## config.mk

```make
export PLATFORM = sky130hd
export DESIGN_NAME = stable_priority_queue_unit
export DESIGN_NICKNAME = d
export VERILOG_FILES = /design/src/rtl/spq_pkg.sv /design/src/rtl/spq_cell.sv /design/src/rtl/stable_priority_queue_unit.sv
export SDC_FILE = /design/constraint.sdc
export NUM_CORES = 1
export LEC_CHECK = 0
export ABC_AREA = 1
export BUFFER_PORTS_ARGS = -buffer_cell sky130_fd_sc_hd__buf_2
export CORE_MARGIN = 4
export CORE_UTILIZATION = 25
export DETAILED_ROUTE_END_ITERATION = 8
export GPL_ROUTABILITY_DRIVEN = 0
export GPL_TIMING_DRIVEN = 0
export PLACE_DENSITY = 0.43
export SETUP_SLACK_MARGIN = 0.05
export SLEW_MARGIN = 20
export SYNTH_ARGS = -nofsm -noshare
export SYNTH_HDL_FRONTEND = slang
export SYNTH_SLANG_ARGS = --single-unit
```

## constraint.sdc

```tcl
create_clock -name clock -period 4.4 [get_ports clock]
set_input_delay 0.44 -clock clock [delete_from_list [all_inputs] [get_ports clock]]
set_output_delay 0.44 -clock clock [all_outputs]
set_load 0.01 [all_outputs]
```

## src/rtl/spq_pkg.sv

```systemverilog
`timescale 1ns / 1ps

package spq_pkg;

   // Request codes carried in req_tuser
   localparam logic [1:0] REQ_ENQUEUE = 2'd0;
   localparam logic [1:0] REQ_DEQUEUE = 2'd1;
   localparam logic [1:0] REQ_CLEAR   = 2'd2;

   // Status codes carried in rsp_tuser
   localparam logic [1:0] STS_OK        = 2'd0;
   localparam logic [1:0] STS_EMPTY     = 2'd1;
   localparam logic [1:0] STS_FULL_DROP = 2'd2;

   localparam int PRIO_W  = 3;
   localparam int PAY_W   = 32;
   localparam int COUNT_W = 5;

   typedef logic [PRIO_W-1:0] prio_type;

   // Broadcast from the top level to every cell of the chain
   typedef struct packed {
      logic     insert;    // enqueue accepted and queue not full
      logic     remove;    // dequeue accepted and queue not empty
      prio_type prio;      // priority of the entry being inserted
   } cell_ctrl_type;

endpackage

```

## src/rtl/spq_cell.sv

```systemverilog
`timescale 1ns / 1ps

module spq_cell #(
   parameter int PW = 32
) (
   input  logic                   clock,
   input  spq_pkg::cell_ctrl_type ctrl,
   input  logic [PW-1:0]          new_pay,
   input  logic                   occ,
   input  logic                   left_take,
   input  spq_pkg::prio_type      left_prio,
   input  logic [PW-1:0]          left_pay,
   input  spq_pkg::prio_type      right_prio,
   input  logic [PW-1:0]          right_pay,
   output logic                   take,
   output spq_pkg::prio_type      prio,
   output logic [PW-1:0]          pay
);
   import spq_pkg::*;

   prio_type      prio_ff, prio_in;
   logic [PW-1:0] pay_ff, pay_in;

   // Cell sits at or behind the insertion point: its entry is strictly
   // less urgent than the new one, or it holds nothing yet
   assign take = occ ? (prio_ff > ctrl.prio) : 1'b1;

   // Shift right on insert, shift left on remove, else hold
   always_comb begin
      prio_in = prio_ff;
      pay_in  = pay_ff;
      if (ctrl.insert) begin
         if (left_take) begin
            prio_in = left_prio;
            pay_in  = left_pay;
         end else if (take) begin
            prio_in = ctrl.prio;
            pay_in  = new_pay;
         end
      end else if (ctrl.remove) begin
         prio_in = right_prio;
         pay_in  = right_pay;
      end
   end

   always_ff @(posedge clock) begin
      prio_ff <= prio_in;
      pay_ff  <= pay_in;
   end

   assign prio = prio_ff;
   assign pay  = pay_ff;

endmodule

```

## src/rtl/stable_priority_queue_unit.sv

```systemverilog
`timescale 1ns / 1ps

// Channel | Direction | tdata (low bit up)                          | tuser
// req     | in        | priority_req[2:0], payload[34:3], 0 pad     | req_type[1:0]
// rsp     | out       | out_priority[2:0], out_payload[34:3],       | status[1:0],
//         |           | entry_count[39:35], is_empty[40], 0 pad     | out_valid[2]
//
// One request per cycle: the chain of cells compares every slot at once and
// shifts all of them together, so a transfer is accepted whenever the result
// register is empty or being drained in the same cycle. The result is registered.
// Synchronous active-high reset empties the queue and the result register;
// slot contents are not reset. A stalled rsp side holds the result and req.

module stable_priority_queue_unit #(
   parameter int DEPTH         = 16,
   parameter int PAYLOAD_WIDTH = 32
) (
   input  logic        clock,
   input  logic        reset,
   input  logic        req_tvalid,
   output logic        req_tready,
   input  logic [39:0] req_tdata,   // priority_req, payload
   input  logic [1:0]  req_tuser,   // req_type
   output logic        rsp_tvalid,
   input  logic        rsp_tready,
   output logic [47:0] rsp_tdata,   // out_priority, out_payload, entry_count, is_empty
   output logic [2:0]  rsp_tuser    // status, out_valid
);
   import spq_pkg::*;

   localparam int CW = $clog2(DEPTH + 1);
   localparam logic [CW-1:0] FULL_COUNT = CW'(DEPTH);

   logic [CW-1:0]     count_ff, count_in;
   logic              rsp_valid_ff;
   logic [1:0]        status_ff, status_in;
   logic              oval_ff, oval_in;
   prio_type          oprio_ff, oprio_in;
   logic [PAY_W-1:0]  opay_ff, opay_in;
   logic [COUNT_W-1:0] ocount_ff;
   logic              oempty_ff;

   logic              xfer;
   logic [1:0]        req_type;
   prio_type          req_prio;
   logic [PAY_W-1:0]  req_pay;
   logic [PAYLOAD_WIDTH-1:0] new_pay;
   cell_ctrl_type     ctrl;

   prio_type                 cell_prio [DEPTH];
   logic [PAYLOAD_WIDTH-1:0] cell_pay  [DEPTH];
   logic [DEPTH-1:0]         cell_take;

   assign req_tready = !rsp_valid_ff || rsp_tready;
   assign xfer       = req_tvalid && req_tready;

   assign req_type = req_tuser;
   assign req_prio = req_tdata[2:0];
   assign req_pay  = req_tdata[34:3];

   generate
      if (PAYLOAD_WIDTH >= PAY_W) begin : g_pay_ext
         assign new_pay = PAYLOAD_WIDTH'(req_pay);
      end else begin : g_pay_trunc
         assign new_pay = req_pay[PAYLOAD_WIDTH-1:0];
      end
   endgenerate

   // Broadcast control for the cell chain
   always_comb begin
      ctrl.insert = xfer && (req_type == REQ_ENQUEUE) && (count_ff != FULL_COUNT);
      ctrl.remove = xfer && (req_type == REQ_DEQUEUE) && (count_ff != '0);
      ctrl.prio   = req_prio;
   end

   // Row of slots, head in cell 0
   generate
      for (genvar i = 0; i < DEPTH; i++) begin : g_cell
         logic                     occ;
         logic                     l_take;
         prio_type                 l_prio, r_prio;
         logic [PAYLOAD_WIDTH-1:0] l_pay, r_pay;

         assign occ = (CW'(i) < count_ff);

         if (i == 0) begin : g_first
            assign l_take = 1'b0;
            assign l_prio = cell_prio[i];
            assign l_pay  = cell_pay[i];
         end else begin : g_mid
            assign l_take = cell_take[i-1];
            assign l_prio = cell_prio[i-1];
            assign l_pay  = cell_pay[i-1];
         end

         if (i == DEPTH - 1) begin : g_last
            assign r_prio = cell_prio[i];
            assign r_pay  = cell_pay[i];
         end else begin : g_inner
            assign r_prio = cell_prio[i+1];
            assign r_pay  = cell_pay[i+1];
         end

         spq_cell #(.PW(PAYLOAD_WIDTH)) u_cell (
            .clock      (clock),
            .ctrl       (ctrl),
            .new_pay    (new_pay),
            .occ        (occ),
            .left_take  (l_take),
            .left_prio  (l_prio),
            .left_pay   (l_pay),
            .right_prio (r_prio),
            .right_pay  (r_pay),
            .take       (cell_take[i]),
            .prio       (cell_prio[i]),
            .pay        (cell_pay[i])
         );
      end
   endgenerate

   // Next count and result fields
   always_comb begin
      count_in  = count_ff;
      status_in = STS_OK;
      oval_in   = 1'b0;
      oprio_in  = '0;
      opay_in   = '0;
      case (req_type)
         REQ_ENQUEUE: begin
            if (count_ff == FULL_COUNT) begin
               status_in = STS_FULL_DROP;
            end else begin
               count_in = count_ff + 1'b1;
            end
         end
         REQ_DEQUEUE: begin
            if (count_ff == '0) begin
               status_in = STS_EMPTY;
            end else begin
               count_in = count_ff - 1'b1;
               oval_in  = 1'b1;
               oprio_in = cell_prio[0];
               if (PAYLOAD_WIDTH >= PAY_W) begin
                  opay_in = cell_pay[0][PAY_W-1:0];
               end else begin
                  opay_in = PAY_W'(cell_pay[0]);
               end
            end
         end
         REQ_CLEAR: begin
            count_in = '0;
         end
         default: begin
            count_in = count_ff;
         end
      endcase
   end

   // Queue count and result register
   always_ff @(posedge clock) begin
      if (reset) begin
         count_ff     <= '0;
         rsp_valid_ff <= 1'b0;
      end else begin
         if (xfer) begin
            count_ff <= count_in;
         end
         if (xfer) begin
            rsp_valid_ff <= 1'b1;
         end else if (rsp_tready) begin
            rsp_valid_ff <= 1'b0;
         end
      end
   end

   always_ff @(posedge clock) begin
      if (xfer) begin
         status_ff <= status_in;
         oval_ff   <= oval_in;
         oprio_ff  <= oprio_in;
         opay_ff   <= opay_in;
         if (CW >= COUNT_W) begin
            ocount_ff <= count_in[COUNT_W-1:0];
         end else begin
            ocount_ff <= COUNT_W'(count_in);
         end
         oempty_ff <= (count_in == '0);
      end
   end

   assign rsp_tvalid = rsp_valid_ff;
   assign rsp_tdata  = {7'd0, oempty_ff, ocount_ff, opay_ff, oprio_ff};
   assign rsp_tuser  = {oval_ff, status_ff};

endmodule

```

### Word level (Yosys, flattened, before mapping)

Index checks and enable logic that the tools add are counted.

* logic and storage cells: 272
* output and inout port bits: 53
* bits of input ports: 46
* register bits: 610

* eq/ne operators: 19
* reductions and logical operators: 31
* muxes and demuxes: 147
* add/sub/neg operators: 2
* bitwise operators: 1
* magnitude comparators: 32

Operators with widths (count)
* two-way mux 32 bit: 61
* two-way mux 3 bit: 61
* greater-than comparator 3 bit: 16
* inequality test 3 x 1 -> 1 bit, second input constant: 14
* less-than comparator 4 x 5 -> 1 bit, first input constant: 8
* AND reduction 2 bit: 16
* less-than comparator 3 x 5 -> 1 bit, first input constant: 4
* two-way mux 1 bit: 20
* one-hot mux 5 bit (3 select lines): 1
* zero test 5 bit: 2
* less-than comparator 1 x 5 -> 1 bit, first input constant: 2
* less-than comparator 2 x 5 -> 1 bit, first input constant: 2
* two-way mux 5 bit: 2
* nonzero test 2 bit: 3
* adder 5 x 1 -> 5 bit, second input constant: 1
* == test 5 bit, second input constant: 1
* logical AND 1 bit: 5
* inequality test 5 bit, second input constant: 1
* nonzero test 5 bit: 1
* subtractor 5 x 1 -> 5 bit, second input constant: 1
* one-hot mux 2 bit (2 select lines): 1
* == test 2 x 1 -> 1 bit, second input constant: 1
* == test 2 bit, second input constant: 1
* zero test 2 bit: 1
* other kinds (6): 6

### Logic depth before layout (Yosys ltp)

Gate-level depths: netlist (run 1).

* depth after elaboration: 7
* mapped depth: 13
* mapped depth without buffers: 11

### By module

A second synthesis (run 1) with hierarchy kept.

* cells, all modules: 3604
* area total of the unflattened synthesis: 33205.6 µm²

Modules (own cells, without submodules)
* spq_cell: area each 1924.3 µm², cells each 209, instances 16, seq. area each 1051.0 µm²
* stable_priority_queue_unit: area each 2416.1 µm², cells each 260, instances 1, seq. area each 1441.4 µm²

### Worst setup path before layout (run 1)

Ideal clock, no wire load.

* kind: input port to flip-flop
* from: in req_tdata[2]
* to: reg g_cell[5].u_cell.pay_ff[0], enable pin
* stages on the path: 10
* data arrival time: 3.894 ns
* data required time: 3.961 ns
* setup time: 0.439 ns
* path buffers: 2
* slack: 0.067 ns
* cell sequence: inv_1 -> clkbuf_1 -> ha_1 -> nand2_1 -> o21ai_0 -> nand2_1 -> nand2_1 -> clkbuf_1 -> inv_1 -> a21oi_1

* word-level cells in the longest chain between the ends: 4
* elaborated cells on any way between the ends: 6
* classes of those cells: order compare (2); eq/ne (1); mux (2); reduce/logical (1)

RTL lines
* start: declaration: line stable_priority_queue_unit.sv:22 `input logic [39:0] req_tdata,`
* greater-than comparator 3 bit: line spq_cell.sv:26 `assign take = occ ? (prio_ff > ctrl.prio) : 1'b1;`
* two-way mux 1 bit: line spq_cell.sv:26
* inequality test 3 x 1 -> 1 bit (no line) *
* AND reduction 2 bit (no line) *
* end signal: assignment: line spq_cell.sv:48 `pay_ff <= pay_in;`
* end: declaration: line spq_cell.sv:22 `logic [PW-1:0] pay_ff, pay_in;`

Mark *: on every way between the ends. The rest lies on a longest branch, timed or not.
A chain may end at the register's enable or synchronous reset.

### Worst setup path in the final report (run 1)

* from: reg count_ff[1]
* to: reg g_cell[4].u_cell.pay_ff[8], enable pin

* word-level cells in the longest chain between the ends: 4
* elaborated cells on any way between the ends: 11
* classes of those cells: order compare (2); eq/ne (2); mux (2); reduce/logical (5)

RTL lines
* start: declaration: line stable_priority_queue_unit.sv:34 `logic [CW-1:0] count_ff, count_in;`
* start signal: assignment: line stable_priority_queue_unit.sv:166 `count_ff <= count_in;`
* less-than comparator 2 x 5 -> 1 bit (tied with other cells): line stable_priority_queue_unit.sv:84 `assign occ = (CW'(i) < count_ff);`
* two-way mux 1 bit (tied with other cells): line spq_cell.sv:26
* inequality test 3 x 1 -> 1 bit (no line) or nonzero test 2 bit (tied branches)
* AND reduction 2 bit (no line) *
* end signal: assignment: line spq_cell.sv:48
* end: declaration: line spq_cell.sv:22

Marks and branches as above.

==> metrics.txt, run 1 <==
Post-Route Skew 0.0253 ns; wire per inst 17.4 um; Seq/Total Area, Yosys 0.563; global routing's busiest layer met2; chip width 368 um; Final Core Density 0.296; global-route usage over all layers 0.148; initial DRC count 1779; initial antenna violation count 14; Starting Density 0.253; most instantiated cells after synthesis nand2_1, edfxtp_1, o21ai_0, inv_1, nor2_1; Post-synth EDFFs 604; row count 131; CTS tree built; leading area contributor after synthesis edfxtp_1; Synth cell types 28; Reg area 18300 um2; setup bufs post-CTS 0; max_cap viols 0; slew margin rel. 0.465; CP max stage delay 0.66 ns; CP Launch Type register; largest net degree at the start of global routing 36; Tmin final 3.64 ns; post-synth top area share 0.559; CTS Root Cell clkbuf_16; Max stage delay cell, worst path a21oi_4; share of layout cells above drive strength 1 0.0890; total number of vias 24500; DR DRC count 0; first-pass GRT wire length 156 mm; post_cts resized 0; synth top area cells edfxtp_1, nand2_1, o21ai_0, inv_1, ha_1; Synth Warn # 0; CTS Hold Buffers Added 1; IO Count 99; H-tree depth 3; final worst-path cycle share 0.828; worst min path class input pin to register; Final setup violation count 0; status completed; core box area 128000 um2; Pwr Density 401 nW/um2; Synth Cell Area 32400 um2; clk_lat worst skew 0.65 ns; Leakage 16.2 nW; Worst EP required 4.74 ns; actual slew at the worst max-slew pin 0.802 ns; first-pass iteration count of the detailed router 5; FILL cells 14200; final wirelength 102 mm; Max Slew Vio Count 0; RSZ-0062 raised after global routing false; ANT nets after route 0; top-count cell post-synth nand2_1; Cells after Synth 3923; Clock Sinks 610; Synth Flop Type edfxtp_1; crit path max fanout 21; global-route congestion overflow total 0; GR Layer Usage met2 0.249; HPWL after DPL 82.5 mm; critical path type register to register; met3 usage 0.0176; maximum vdd ir drop 253 uV; CTS Buffer Depth 3; ys async rst share 0; syn avg cell area 8.27 um2; final net count 4208; die height 368 um; Hold Vio Cnt, Final 0; die area 136000 um2; Via density 4.15; most frequent CP cell nand2_1; area growth from synthesis to layout 17.0%; clock transition at the registers of the reported paths 0.06 ns; Post-Route Setup TNS 0 ns; Yosys reg bits 610; number of global-route vias before repair 24700; met1 Use GR 0.202; Worst Path Arrival 3.99 ns; f_max 274 MHz; Port Buffers 86; CTS Buf Count 76; CP Cell Sequence clkbuf_1 -> inv_1 -> ha_1 -> nand3_2 -> nand2_1 -> nand2_1 -> nand2_1 -> clkbuf_2 -> a21oi_4 -> buf_16; footprint of the multi-input gates 12300 um2; Worst setup EP type register
registers in the layout, indices dropped and copies added, names as in the netlist:
register	cells
oempty_ff	1
g_cell.u_cell.pay	512
opay_ff	32
g_cell.u_cell.prio	48
status_ff	2
ocount_ff	5
oprio_ff	3
rsp_tvalid	1
oval_ff	1
count_ff	5
cells by family (layout without fill, tap and decap cells):
logic type,Yosys count,in the layout,share of synthesized area
AO/OA/AOI/OAI,658,658,0.102
XOR/XNOR,2,2,0.000540
buffers and inverters,457,696,0.0641
flip-flops,610,610,0.563
adder cells (fa/ha/maj),52,52,0.0201
AND/OR/NAND/NOR,2143,2143,0.250
other,1,12,0.000116
cell usage in the layout, fill, tap and decap left out, types with 12 or more instances in the layout:
cell	n
edfxtp_1	604
buf_4	12
nor2_1	166
inv_1	178
a21oi_4	13
buf_2	195
clkbuf_1	144
ha_1	52
buf_6	24
clkinv_1	20
clkbuf_16	76
a21oi_1	28
o21ai_1	66
buf_16	14
nand2_1	1932
nand3_1	33
o21ai_0	551
worst paths after layout:
kind | slack, ns | to | startpoint | cells past startpoint
setup / recovery | 0.76 | g_cell[4].u_cell.pay[8]$_DFFE_PP_ | count_ff[1]$_SDFFE_PP0P_ | 10
setup reg to reg | 0.76 | g_cell[4].u_cell.pay[8]$_DFFE_PP_ | count_ff[1]$_SDFFE_PP0P_ | 10
hold / removal | 0.10 | rsp_tvalid$_SDFFE_PP0P_ | rsp_tready | 4
hold reg to reg | 0.51 | g_cell[14].u_cell.pay[11]$_DFFE_PP_ | g_cell[15].u_cell.pay[11]$_DFFE_PP_ | 2
routing by layer:
metal | part of all wire | routed length (um) | up-vias
met1 | 0.47 | 48400 | 10700
met3 | 0.040 | 4120 | 115
li1 | - | - | 13200
met2 | 0.47 | 47900 | 490
met5 | 0 | 0 | -
met4 | 0.020 | 2040 | 0
area by class of cell:
class	count	area share
Clock inverter	37	0.00762
Buffer	272	0.0366
Tap cell	1729	0.0570
Antenna cell	5	0.000330
Multi-Input combinational cell	2862	0.323
Clock buffer	99	0.0524
Timing Repair Buffer	103	0.0228
Inverter	185	0.0184
Sequential cell	610	0.481
through the flow:
step / std cells / setup slack (ns) / power [W] / instance area, um2 / hold slack, ns
after floorplan: 3929 / 0.0667 / 0.00856 / 32400 / 0.494
after global placement: 5744 / -2.56 / 0.00939 / 35000 / 0.496
after detailed placement: 5760 / 0.0647 / 0.00947 / 35600 / 0.500
after CTS: 5897 / 0.752 / 0.0154 / 37900 / 0.0517
after global routing: 5901 / 0.563 / 0.0160 / 37900 / 0.110
final: 5902 / 0.756 / 0.0152 / 37900 / 0.100
critical path, delay by kind of cell (launching register included):
| kind | cells | cell delay (ns) |
|---|---|---|
| buffers and inverters | 4 | 1.34 |
| AND/OR/NAND/NOR | 4 | 0.72 |
| adder cells (fa/ha/maj) | 1 | 0.26 |
| AO/OA/AOI/OAI | 1 | 0.66 |
| flip-flops | 1 | 0.33 |
where the power goes:
group / switching, W / total [W] / internal, W
Clock: 0.00258 / 0.00590 / 0.00332
Combinational: 0.00164 / 0.00232 / 0.000680
Sequential: 0.000152 / 0.00700 / 0.00684
Total: 0.00437 / 0.0152 / 0.0108
Note: power is estimated with default switching activity, not from simulation.
==> inputs of run 2 (changes only) <==
Clock period 4.4 ns to 3.35 ns, I/O delays scaled along.
==> metrics.txt, run 2 (synthesis results as in run 1) <==
status completed; footprint of the multi-input gates 12300 um2; Clock Sinks 610; share of layout cells above drive strength 1 0.101; chip width 368 um; DP Area 35600 um2; total number of vias 24700; wire per inst 17.4 um; CP Launch Point count_ff[0]$_SDFFE_PP0P_; FILL cells 14100; Worst EP required 3.75 ns; clk_lat worst skew 0.65 ns; Starting Density 0.253; core box area 128000 um2; first-pass iteration count of the detailed router 5; actual slew at the worst max-slew pin 0.825 ns; first-pass GRT wire length 157 mm; final wirelength 103 mm; CTS Buf Count 76; CP Launch Type register; initial antenna violation count 12; initial DRC count 1491; Worst Path Arrival 3.50 ns; f_max 323 MHz; worst min path class input pin to register; HPWL after DPL 82.2 mm; most common cell after layout, fill and taps aside nand2_1; Max Slew Vio Count 0; Reg area 18300 um2; slew margin rel. 0.450; final instance area 38400 um2; Hold WS 0.117 ns; Post-Route Setup TNS 0 ns; hold_sp req_tdata[10]; IO Count 99; RSZ-0062 raised after global routing false; row count 131; CTS Root Cell clkbuf_16; Port Buffers 86; Leakage 16.5 nW; Worst setup EP type register; maximum vdd ir drop 355 uV; die height 368 um; number of global-route vias before repair 24900; H-tree depth 3; final worst-path cycle share 0.925; largest net degree at the start of global routing 52; Place WS -0.841 ns; die area 136000 um2; Post-Route Skew 0.0273 ns; CTS tree built; Hold Vio Cnt, Final 0; Tmin final 3.10 ns; setup ws final 0.251 ns; RR Startpoint count_ff[0]$_SDFFE_PP0P_; Pwr Density 521 nW/um2; clock transition at the registers of the reported paths 0.05 ns; global-route congestion overflow total 0; CTS Buffer Depth 3; Final setup violation count 0; global-route usage over all layers 0.150; max reg flops 512; crit path max fanout 23; DR DRC count 0; ANT nets after route 0; critical path type register to register; final net count 4259; Via density 4.16; most frequent cells in the layout nand2_1, edfxtp_1, o21ai_0, buf_2, inv_1; area growth from synthesis to layout 18.4%; max_cap viols 0
run 2: cell count changes in the layout (fill, tap and decap cells not counted), sizes merged:
cell	delta
clkbuf	-6
nor2	+1
clkinv	-2
buf	+49
diode	+1
dlygate4sd3	+1
run 2: power by group:
part           switching, W  internal (W)
clock               0.00335       0.00432
sequential         0.000199       0.00899
combinational       0.00217      0.000965
total               0.00572        0.0143
run 2: layout make-up:
class                           instances  share of cell area
Multi-Input combinational cell       2863               0.320
Inverter                              185              0.0185
Timing Repair Buffer                  153              0.0344
Sequential cell                       610               0.476
Tap cell                             1729              0.0564
Clock inverter                         35             0.00720
Buffer                                272              0.0363
Antenna cell                            6            0.000391
Clock buffer                           93              0.0512
run 2: path summary, 6_finish.rpt:
path                                                            end  slack, ns  cells after the start
worst max-delay path             g_cell[3].u_cell.pay[19]$_DFFE_PP_       0.25                     11
worst min-delay path              g_cell[0].u_cell.pay[7]$_DFFE_PP_       0.12                      3
worst max register to register   g_cell[3].u_cell.pay[19]$_DFFE_PP_       0.25                     11
worst min register to register  g_cell[14].u_cell.pay[16]$_DFFE_PP_       0.51                      2
run 2: through the flow:
| stage | util | cells | power, W |
|---|---|---|---|
| after floorplan | - | 3929 | 0.0113 |
| after global placement | 0.274 | 5744 | 0.0123 |
| after detailed placement | 0.278 | 5758 | 0.0124 |
| after CTS | 0.299 | 5940 | 0.0203 |
| after global routing | 0.299 | 5944 | 0.0210 |
| final | 0.299 | 5946 | 0.0200 |
run 2: what timing repair did:
item | 4_1_cts | 5_1_grt
gates cloned | 1 | 0
pin swaps | 6 | 0
endpoints found under the setup margin | 534 | 540
hold endpoints to repair | 3 | 0
gates resized for setup | 6 | 9
hold buffers | 2 | 0
setup buffers | 51 | 0
run 2: worst max-delay path, cell delays in order (launching register included):
cell and delay [ns]:
dfxtp_1 0.51, inv_1 0.22, ha_1 0.29, nand3_2 0.11, nand2_1 0.12, nor2_4 0.28, inv_4 0.19, buf_2 0.29
nor2_1 0.38, a21oi_4 0.12, buf_12 0.17, buf_16 0.16
run 2: layer usage:
metal	track usage	up-vias	share of wire
li1	-	13300	-
met2	0.255	461	0.47
met3	0.0187	125	0.041
met5	0	-	0
met1	0.201	10800	0.47
met4	0.0397	0	0.020
==> inputs of run 3 (changes only) <==
Settings changed: CORE_UTILIZATION 25 to 35, PLACE_DENSITY 0.43 to 0.55, REMOVE_ABC_BUFFERS from default to 1.
==> metrics.txt, run 3 (synthesis results as in run 1) <==
global-route usage over all layers 0.174; wire per inst 16.9 um; first-pass iteration count of the detailed router 5; top routing layer in use met4; met1 wire length 42.0 mm; Hold WS 0.112 ns; HPWL after DPL 56.2 mm; final instance area 37200 um2; max reg flops 512; die area 97600 um2; global-route congestion overflow total 0; status completed; met2 wire len 38.9 mm; CP Launch Type register; number of global-route vias before repair 23300; Pwr Density 516 nW/um2; CP Cell Sequence inv_1 -> ha_1 -> nand3_1 -> nand2_2 -> nand2_1 -> nand2_2 -> or2_2 -> inv_4 -> buf_12; Max stage delay cell, worst path or2_2; final net count 3993; largest net degree at the start of global routing 122; final wirelength 87.5 mm; CTS tree built; DR DRC count 0; Final setup violation count 0; crit path max fanout 21; Max Slew Vio Count 0; chip width 312 um; area growth from synthesis to layout 14.8%; Tmin final 3.12 ns; DP Area 35000 um2; Port Buffers 86; FILL cells 9149; share of layout cells above drive strength 1 0.0741; IO Count 99; ANT nets after route 0; Worst EP required 3.65 ns; max_cap viols 0; buffers and inverters on the worst path 3; Hold Vio Cnt, Final 0; clk_lat worst skew 0.60 ns; RSZ-0062 raised after global routing true; initial antenna violation count 4; critical path type register to register; Post-Route Skew 0.0140 ns; Clock Sinks 610; Via density 4.83; CP top delay family simple AND/OR/NAND/NOR gates; row count 111; actual slew at the worst max-slew pin 1.10 ns; most common cell after layout, fill and taps aside nand2_1; Worst Path Arrival 3.42 ns; clock transition at the registers of the reported paths 0.06 ns; CTS Buf Count 68; CTS Root Cell clkbuf_16; Leakage 16.1 nW; initial DRC count 2448; total number of vias 25100; maximum vdd ir drop 259 uV; first-pass GRT wire length 138 mm; slew margin rel. 0.269; most frequent CP cell nand2_2; die height 312 um; Starting Density 0.353; routed wl met3 4.75 mm; worst min path class input pin to register; CTS Buffer Depth 3; Worst setup EP type register; final worst-path cycle share 0.932; f_max 320 MHz; most frequent cells in the layout nand2_1, edfxtp_1, o21ai_0, inv_1, nor2_1; core box area 91800 um2; CP max stage delay 0.51 ns; H-tree depth 3
==> run 3: power by group <==
group          leakage [nW]  switching (W)  internal (W)
Clock                 0.961        0.00305       0.00386
Sequential             5.68       0.000197       0.00898
Combinational          9.45        0.00211      0.000993
==> run 3: worst paths after layout <==
check	slack, ns	startpoint	cells after the start	end
worst max-delay path	0.23	count_ff[0]$_SDFFE_PP0P_	9	g_cell[0].u_cell.pay[9]$_DFFE_PP_
worst min-delay path	0.11	req_tdata[31]	3	g_cell[0].u_cell.pay[28]$_DFFE_PP_
worst max register to register	0.23	count_ff[0]$_SDFFE_PP0P_	9	g_cell[0].u_cell.pay[9]$_DFFE_PP_
worst min register to register	0.52	g_cell[15].u_cell.pay[17]$_DFFE_PP_	2	g_cell[14].u_cell.pay[17]$_DFFE_PP_
==> run 3: cell type report <==
| class | count | area, um2 | area share |
|---|---|---|---|
| antenna | 4 | 10.0 | 0.000269 |
| clock buffer | 91 | 1850 | 0.0498 |
| clock inverter | 26 | 113 | 0.00303 |
| inverter | 185 | 724 | 0.0195 |
| multi-input combinational | 2862 | 12400 | 0.333 |
| sequential | 610 | 18300 | 0.491 |
| tap | 1243 | 1560 | 0.0418 |
| timing repair buffer | 167 | 2310 | 0.0620 |
| timing repair inverter | 1 | 11.3 | 0.000303 |
==> run 3: metrics by stage <==
stage / power, W / setup TNS [ns] / cells / utilization / worst slack (ns)
2_1_floorplan: 0.0112 / - / 3657 / - / -11.05
5_1_grt: 0.0201 / 0 / 5189 / 0.405 / 0.0477
3_3_place_gp: 0.0123 / - / 4986 / 0.360 / -25.73
6_report: 0.0192 / 0 / 5189 / 0.405 / 0.226
3_5_place_dp: 0.0124 / -156.78 / 5055 / 0.382 / -0.492
4_1_cts: 0.0194 / 0 / 5183 / 0.405 / 0.0698
==> run 3: per-layer routing <==
metal / GRT usage / vias to the layer above
li1: - / 12700
met1: 0.252 / 11500
met2: 0.276 / 711
met3: 0.0197 / 94
met4: 0.0503 / 0
met5: 0 / -
==> run 3: worst min-delay path: cells and delay by family <==
family	cells	cell delay [ns]
compound gates	1	0.06
buf+inv	1	0.14
simple gates	1	0.06
==> run 3: what timing repair did <==
item,in CTS,in global routing
gates resized for setup,1,7
setup endpoints to repair,550,405
hold buffers,2,0
gates cloned,2,2
buffers inserted,7,0
pin swaps,5,1
endpoints found under the hold margin,1,0
